===== config.mk =====
export PLATFORM = sky130hd
export DESIGN_NAME = stream_reduce_unit_flat
export DESIGN_NICKNAME = d
export VERILOG_FILES = /design/src/rtl/sru_pkg.sv /design/src/rtl/sru_if.sv /design/src/rtl/sru_accum.sv /design/src/rtl/sru_out_reg.sv /design/src/rtl/stream_reduce_unit.sv /design/src/flat_wrapper.sv
export SDC_FILE = /design/constraint.sdc
export NUM_CORES = 2
export LEC_CHECK = 0
export BUFFER_PORTS_ARGS = -buffer_cell sky130_fd_sc_hd__buf_2
export CORE_MARGIN = 1.5
export CORE_UTILIZATION = 45
export DETAILED_ROUTE_END_ITERATION = 8
export GPL_ROUTABILITY_DRIVEN = 0
export GPL_TIMING_DRIVEN = 0
export PLACE_DENSITY = 0.61
export SLEW_MARGIN = 15
export SYNTH_ARGS = -nofsm -noshare
export SYNTH_HDL_FRONTEND = slang
export SYNTH_SLANG_ARGS = --single-unit

===== constraint.sdc =====
create_clock -name clk -period 18.21 [get_ports clk]
set_input_delay 3.642 -clock clk [delete_from_list [all_inputs] [get_ports clk]]
set_output_delay 3.642 -clock clk [all_outputs]
set_load 0.1 [all_outputs]

===== src/rtl/sru_pkg.sv =====
`timescale 1ns / 1ps

package sru_pkg;

    localparam int VALUE_W    = 32;
    localparam int INDEX_W    = 32;
    localparam int CFG_DATA_W = 3;

    typedef enum logic [2:0] {
        OP_SUM,
        OP_PRODUCT,
        OP_MIN,
        OP_MAX,
        OP_ARGMIN,
        OP_ARGMAX,
        OP_ALL,
        OP_ANY
    } reduce_op_t;

    typedef logic [0:0] cfg_index_t;

    localparam cfg_index_t REG_REDUCE_OP     = 1'b0;
    localparam cfg_index_t REG_SIGNED_VALUES = 1'b1;

    typedef struct packed {
        reduce_op_t reduce_op;
        logic       signed_values;
    } cfg_t;

    typedef struct packed {
        logic [VALUE_W-1:0] value;
        logic               last;
        logic               empty_group;
    } in_word_t;

    typedef struct packed {
        logic [VALUE_W-1:0] result_value;
        logic [INDEX_W-1:0] result_index;
        logic               error;
    } out_word_t;

    // starting value of a group for the configured operation
    function automatic logic [VALUE_W-1:0] identity_of(input cfg_t c);
        logic [VALUE_W-1:0] r;
        r = '0;
        case (c.reduce_op)
            OP_SUM:     r = '0;
            OP_PRODUCT: r = VALUE_W'(1);
            OP_MIN, OP_ARGMIN:
                r = c.signed_values ? {1'b0, {(VALUE_W-1){1'b1}}} : '1;
            OP_MAX, OP_ARGMAX:
                r = c.signed_values ? {1'b1, {(VALUE_W-1){1'b0}}} : '0;
            OP_ALL:     r = VALUE_W'(1);
            OP_ANY:     r = '0;
            default:    r = '0;
        endcase
        return r;
    endfunction

    function automatic logic less_than(input logic [VALUE_W-1:0] a,
                                       input logic [VALUE_W-1:0] b,
                                       input logic               sgn);
        logic r;
        if (sgn)
            r = $signed(a) < $signed(b);
        else
            r = a < b;
        return r;
    endfunction

endpackage


===== src/rtl/sru_if.sv =====
`timescale 1ns / 1ps

interface sru_in_if;
    import sru_pkg::*;

    logic               valid;
    logic               ready;
    logic [VALUE_W-1:0] value;
    logic               last;
    logic               empty_group;

    modport source (output valid, output value, output last, output empty_group,
                    input ready);
    modport sink (input valid, input value, input last, input empty_group,
                  output ready);
endinterface

interface sru_out_if;
    import sru_pkg::*;

    logic               valid;
    logic               ready;
    logic [VALUE_W-1:0] result_value;
    logic [INDEX_W-1:0] result_index;
    logic               error;

    modport source (output valid, output result_value, output result_index,
                    output error, input ready);
    modport sink (input valid, input result_value, input result_index,
                  input error, output ready);
endinterface


===== src/rtl/sru_accum.sv =====
`timescale 1ns / 1ps

module sru_accum (
    input  logic             clk,
    input  logic             rst_n,
    input  sru_pkg::cfg_t    cfg,
    input  logic             fire,
    input  sru_pkg::in_word_t word,
    output logic             res_valid,
    output sru_pkg::out_word_t res
);
    import sru_pkg::*;

    logic [VALUE_W-1:0] acc_reg, acc_next;
    logic [INDEX_W-1:0] idx_reg, idx_next;
    logic [INDEX_W-1:0] count_reg, count_next;

    logic [VALUE_W-1:0] ident;
    logic [VALUE_W-1:0] base_acc;
    logic [INDEX_W-1:0] base_idx;
    logic               first;
    logic               is_arg;
    logic               empty_err;

    always_comb
    begin
        ident    = identity_of(cfg);
        first    = (count_reg == '0);
        base_acc = first ? ident : acc_reg;
        base_idx = first ? '0 : idx_reg;
        acc_next = base_acc;
        idx_next = base_idx;
        case (cfg.reduce_op)
            OP_SUM:     acc_next = base_acc + word.value;
            OP_PRODUCT: acc_next = VALUE_W'(base_acc * word.value);
            OP_MIN:
                if (less_than(word.value, base_acc, cfg.signed_values))
                    acc_next = word.value;
            OP_MAX:
                if (less_than(base_acc, word.value, cfg.signed_values))
                    acc_next = word.value;
            OP_ARGMIN:
                // ties move to the later position
                if (!less_than(base_acc, word.value, cfg.signed_values))
                begin
                    acc_next = word.value;
                    idx_next = count_reg;
                end
            OP_ARGMAX:
                if (!less_than(word.value, base_acc, cfg.signed_values))
                begin
                    acc_next = word.value;
                    idx_next = count_reg;
                end
            OP_ALL:
                acc_next = VALUE_W'((base_acc != '0) && (word.value != '0));
            OP_ANY:
                acc_next = VALUE_W'((base_acc != '0) || (word.value != '0));
            default:    acc_next = base_acc;
        endcase

        // group closes on last or empty, so count returns to zero
        if (word.empty_group || word.last)
            count_next = '0;
        else
            count_next = count_reg + INDEX_W'(1);
    end

    always_comb
    begin
        is_arg    = (cfg.reduce_op == OP_ARGMIN) || (cfg.reduce_op == OP_ARGMAX);
        empty_err = (cfg.reduce_op == OP_MIN) || (cfg.reduce_op == OP_MAX);
        res_valid = word.empty_group || word.last;
        if (word.empty_group)
        begin
            res.result_value = empty_err ? '0 : ident;
            res.result_index = '0;
            res.error        = empty_err;
        end
        else
        begin
            res.result_value = acc_next;
            res.result_index = is_arg ? idx_next : '0;
            res.error        = 1'b0;
        end
    end

    always_ff @(posedge clk or negedge rst_n)
    begin
        if (!rst_n)
            count_reg <= '0;
        else if (fire)
            count_reg <= count_next;
    end

    always_ff @(posedge clk)
    begin
        if (fire)
        begin
            acc_reg <= acc_next;
            idx_reg <= idx_next;
        end
    end

endmodule


===== src/rtl/sru_out_reg.sv =====
`timescale 1ns / 1ps

module sru_out_reg (
    input  logic               clk,
    input  logic               rst_n,
    input  logic               load,
    input  sru_pkg::out_word_t data,
    output logic               can_take,
    sru_out_if.source          out_stream
);
    import sru_pkg::*;

    logic      valid_reg;
    out_word_t data_reg;

    assign can_take = !valid_reg || out_stream.ready;

    always_ff @(posedge clk or negedge rst_n)
    begin
        if (!rst_n)
            valid_reg <= 1'b0;
        else if (load)
            valid_reg <= 1'b1;
        else if (out_stream.ready)
            valid_reg <= 1'b0;
    end

    always_ff @(posedge clk)
    begin
        if (load)
            data_reg <= data;
    end

    assign out_stream.valid        = valid_reg;
    assign out_stream.result_value = data_reg.result_value;
    assign out_stream.result_index = data_reg.result_index;
    assign out_stream.error        = data_reg.error;

endmodule


===== src/rtl/stream_reduce_unit.sv =====
`timescale 1ns / 1ps

// channel      dir   payload                                  handshake
// in_stream    in    value[31:0], last, empty_group           valid/ready
// out_stream   out   result_value[31:0], result_index[31:0],  valid/ready
//                    error
// cfg          in    cfg_we, cfg_index[0:0], cfg_data[2:0]    write on cfg_we
//
// one word per cycle sustained while out_stream does not stall; a result
// shows on out_stream once its closing word has passed the input register,
// then the fold logic into the result register
// the fold (add, 32x32 low-half multiply, compare or logical and/or) sits
// between the input register and the accumulator / result register
// rst_n clears the valid flags, element count and config (sum, signed)
// a stall on out_stream holds the input register; in_stream takes at most one
// word, into an empty input register, while the result register waits

module stream_reduce_unit (
    input  logic                             clk,
    input  logic                             rst_n,
    sru_in_if.sink                           in_stream,
    sru_out_if.source                        out_stream,
    input  logic                             cfg_we,
    input  sru_pkg::cfg_index_t              cfg_index,
    input  logic [sru_pkg::CFG_DATA_W-1:0]   cfg_data
);
    import sru_pkg::*;

    // configuration registers
    cfg_t      cfg_reg;

    // input register
    logic      in_valid_reg;
    in_word_t  in_word_reg;

    logic      advance;     // result register can take a word
    logic      fire;        // input register word folded this cycle
    logic      accept;      // word taken from in_stream
    logic      res_valid;
    out_word_t res;

    always_ff @(posedge clk or negedge rst_n)
    begin
        if (!rst_n)
        begin
            cfg_reg.reduce_op     <= OP_SUM;
            cfg_reg.signed_values <= 1'b1;
        end
        else if (cfg_we)
        begin
            case (cfg_index)
                REG_REDUCE_OP:     cfg_reg.reduce_op     <= reduce_op_t'(cfg_data[2:0]);
                REG_SIGNED_VALUES: cfg_reg.signed_values <= cfg_data[0];
                default:           cfg_reg               <= cfg_reg;
            endcase
        end
    end

    // the input register drains whenever the result side moves
    assign fire            = in_valid_reg && advance;
    assign in_stream.ready = !in_valid_reg || advance;
    assign accept          = in_stream.valid && in_stream.ready;

    always_ff @(posedge clk or negedge rst_n)
    begin
        if (!rst_n)
            in_valid_reg <= 1'b0;
        else if (accept)
            in_valid_reg <= 1'b1;
        else if (fire)
            in_valid_reg <= 1'b0;
    end

    always_ff @(posedge clk)
    begin
        if (accept)
        begin
            in_word_reg.value       <= in_stream.value;
            in_word_reg.last        <= in_stream.last;
            in_word_reg.empty_group <= in_stream.empty_group;
        end
    end

    // accumulator, best index and element count with the fold logic
    sru_accum u_accum (
        .clk       (clk),
        .rst_n     (rst_n),
        .cfg       (cfg_reg),
        .fire      (fire),
        .word      (in_word_reg),
        .res_valid (res_valid),
        .res       (res)
    );

    // result register; only the closing word of a group loads it
    sru_out_reg u_out_reg (
        .clk        (clk),
        .rst_n      (rst_n),
        .load       (fire && res_valid),
        .data       (res),
        .can_take   (advance),
        .out_stream (out_stream)
    );

endmodule


===== src/flat_wrapper.sv =====
// flat-port wrapper written by rule: the top's interface ports become plain ports
module stream_reduce_unit_flat import sru_pkg::*;
  (clk, rst_n, cfg_we, cfg_index, cfg_data, in_stream_valid, in_stream_value, in_stream_last, in_stream_empty_group, in_stream_ready, out_stream_valid, out_stream_result_value, out_stream_result_index, out_stream_error, out_stream_ready);
  sru_in_if in_stream_i ();
  sru_out_if out_stream_i ();
  input  logic clk;
  input  logic rst_n;
  input  logic cfg_we;
  input  sru_pkg::cfg_index_t cfg_index;
  input  logic [sru_pkg::CFG_DATA_W-1:0] cfg_data;
  input wire logic [$bits(in_stream_i.valid)-1:0] in_stream_valid;
  input wire logic [$bits(in_stream_i.value)-1:0] in_stream_value;
  input wire logic [$bits(in_stream_i.last)-1:0] in_stream_last;
  input wire logic [$bits(in_stream_i.empty_group)-1:0] in_stream_empty_group;
  output wire logic [$bits(in_stream_i.ready)-1:0] in_stream_ready;
  output wire logic [$bits(out_stream_i.valid)-1:0] out_stream_valid;
  output wire logic [$bits(out_stream_i.result_value)-1:0] out_stream_result_value;
  output wire logic [$bits(out_stream_i.result_index)-1:0] out_stream_result_index;
  output wire logic [$bits(out_stream_i.error)-1:0] out_stream_error;
  input wire logic [$bits(out_stream_i.ready)-1:0] out_stream_ready;
  assign in_stream_i.valid = in_stream_valid;
  assign in_stream_i.value = in_stream_value;
  assign in_stream_i.last = in_stream_last;
  assign in_stream_i.empty_group = in_stream_empty_group;
  assign in_stream_ready = in_stream_i.ready;
  assign out_stream_valid = out_stream_i.valid;
  assign out_stream_result_value = out_stream_i.result_value;
  assign out_stream_result_index = out_stream_i.result_index;
  assign out_stream_error = out_stream_i.error;
  assign out_stream_i.ready = out_stream_ready;
  stream_reduce_unit u_core (.clk(clk), .rst_n(rst_n), .in_stream(in_stream_i), .out_stream(out_stream_i), .cfg_we(cfg_we), .cfg_index(cfg_index), .cfg_data(cfg_data));
endmodule

==> metrics.md <==
| Metric | Value |
|---|---|
| Port Buffers | `109` |
| RSZ-0062 raised after global routing | `no` |
| Post-Place Cells | `around 3900` |
| Startpoint types | `flip-flop` |
| Largest delay contributor family on the critical path | `adder cells` |
| R2r startpoint | `u_core.u_accum.count_reg[18]` |
| Pin count of the biggest net entering global routing | `55` |
| Crit path buffers/inverters | `9` |
| CP startpoint | `u_core.u_accum.count_reg[18]` |
| Cells after Synth | `between 2000 and 3000` |
| Non-Filler Instances | `approximately 4000` |
| Syn_nets | `between 3000 and 4000` |
| Max reg flops | `34` |
| Clock Skew | `between 0.01 and 0.015 ns` |
| Post-DP HPWL | `between 70000 and 80000 um` |
| Fin nets | `about 3800` |
| Grt total ovfl | `0` |
| Synthesis Warnings | `0` |
| TNS Setup | `0 ns` |
| Fill cell total of the finished layout | `roughly 5700` |
| Slowest cell delay on critical path | `0.76 ns` |
| Hold crit path type | `flip-flop to flip-flop` |
| Fin. max-slew vios | `0` |
| Biggest area consumer among synthesized cells | `fa_1` |
| # Max-Cap Violations | `0` |
| Clock Sinks | `201` |
| Worst-margin pin slew | `between 1 and 1.5 ns` |
| Count leader, synth | `inv_1` |
| First-pass GRT wire length | `151000 um` |
| CORE AREA | `between 60000 and 70000 um^2` |
| Syn avg cell area | `9.22 um^2` |
| Synthesis-stage register bit count | `201` |
| Setup crit end kind | `flip-flop` |
| Multi-input gate area | `19300 um^2` |
| Overall routing resource usage | `approximately 33%` |
| Synth top area share | `29.8%` |
| Critical-path maximum fanout | `11` |
| Post-synth EDFFs | `163` |
| Register Area | `slightly below 6000 um^2` |
| DR vias/cell | `roughly 6` |
| Crit path DAT | `12.48 ns` |
| Post-CTS setup buffer count | `0` |
| Min cycle time layout | `roughly 12 ns` |
| Hold Vio Cnt, Final | `0` |
| Vias in the first global route | `approximately 24000` |
| Core Rows | `90` |
| Initial antenna violation count | `2` |
| Synthesized cell area | `27500 um^2` |
| CTS Hold Buffers Added | `0` |
| Inserted Clock Buffers | `25` |
| Clock network latency to the later pin of the worst-skew pair | `between 0.5 and 0.6 ns` |
| CTS tree | `built` |
| Hold slack | `about 0.56 ns` |
| Rel. slew slack | `a little under a tenth` |
| ANT nets after route | `0` |
| Detailed Routing Iterations Pass 1 | `8` |
| Max stage delay cell, worst path | `clkbuf_1` |
| Area Growth Syn to Fin | `8.71%` |
| Layout cells sized above 1 | `6.82%` |
| H-tree depth | `1` |
| N_diodes | `0` |
| Width of the die | `approximately 250 um` |
| Post-cts resize count | `0` |
| DRC | `0` |
| Status | `finished clean` |
| Top cells by area, synth | `fa_1, edfxtp_1, ha_1` |
| Die area | `about 62000 um^2` |
| Total Routed Length | `approximately 100000 um` |
| Clk root buf | `clkbuf_16` |
| WS Path Type | `flip-flop to flip-flop` |
| CTS Buffer Depth | `3` |
| FMAX | `approximately 82 MHz` |
| Drt wl/cell | `around 26 um` |
| Worst-path clk slew | `about 0.060 ns` |
| Hold path start | `u_core.u_out_reg.out_stream.valid` |
| DR vias | `roughly 24000` |
| Initial core utilization | `45.5%` |
| Crit share post-route | `66.8%` |
| Post-synthesis sequential area ratio | `around a fifth` |
| Most frequent cells after synthesis | `inv_1, fa_1, nor2_1` |
| Chip height | `roughly 250 um` |
| Final setup viols | `0` |
| Num ports | `110` |
| Cell variety after synth | `84` |
| Synth Flop Type | `edfxtp_1` |
| Ys async rst share | `18.9%` |
| CP most frequent cell | `fa_1` |
| Number of DRC markers in iteration 0 | `between 3000 and 4000` |
| Required time of the critical path | `approximately 19 ns` |
tightest hold or removal path, stage by stage (launching register included):
cell      delay, ns
dfrtp_1        0.37
nand2b_1       0.07
o21ai_0        0.08
worst paths after layout:
check	to	slack (ns)	cells past startpoint
worst max-delay path	u_core.u_accum.acc_reg[31]	6.05	34
worst min-delay path	u_core.u_out_reg.out_stream.valid	0.56	2
worst max register to register	u_core.u_accum.acc_reg[31]	6.05	34
worst min register to register	u_core.u_out_reg.out_stream.valid	0.56	2
max in group asynchronous	u_core.u_accum.count_reg[30]	14.44	1
min in group asynchronous	u_core.u_accum.count_reg[8]	3.20	1
cells by family (layout without fill, tap and decap cells):
family          after synthesis  count (layout)  share of synthesized area [%]
fa+ha+maj                   630             630                           39.9
compound gates              414             414                           10.2
mux                          13              13                          0.511
simple gates                982             982                           15.4
flops                       201             201                           21.3
xor+xnor                    117             117                           4.14
buf+inv                     621             779                           8.57
placed cells by master, fill, tap and decap left out, drive strengths merged, types with 16 or more instances in the layout:
cell      n
a21o     28
a21oi    84
a221o    17
and2     45
buf     137
clkbuf  140
clkinv   22
dfrtp    37
edfxtp  163
fa      409
ha      220
inv     475
nand2   361
nand2b   21
nand3    33
nor2    403
nor3     26
nor4     24
o21a     36
o21ai    91
o21bai   16
o22ai    35
xnor2    76
xor2     34
final cells by class:
class                   instances  area share (%)
inverters                     483            6.08
multi-input cells            2156            64.5
clock buffers                  27            2.12
repair buffers                112            2.05
well taps                     782            3.28
flip-flops and latches        201            19.6
clock inverters                19           0.511
plain buffers                 138            1.83
stage by stage:
step	instance area (um^2)	setup slack [ns]	util (%)
after global routing	29800	5.76	49.4
final	29800	6.05	49.4
after global placement	29000	6.36	48.0
after floorplan	27500	8.44	-
after detailed placement	29100	6.38	48.1
after CTS	29800	6.35	49.4
per-layer routing:
| metal | GRT usage [%] | vias to the layer above | share of wire (%) |
|---|---|---|---|
| met5 | 0.618 | - | 0.060 |
| met4 | 14.6 | 4 | 5.8 |
| met3 | 12.9 | 373 | 15 |
| met2 | 48.0 | 1766 | 42 |
| met1 | 42.3 | 11585 | 38 |
| li1 | - | 9840 | - |
Power is left out: the tool's default activity adds up to more than one toggle a clock period on the data nets, which glitch-free logic cannot reach.
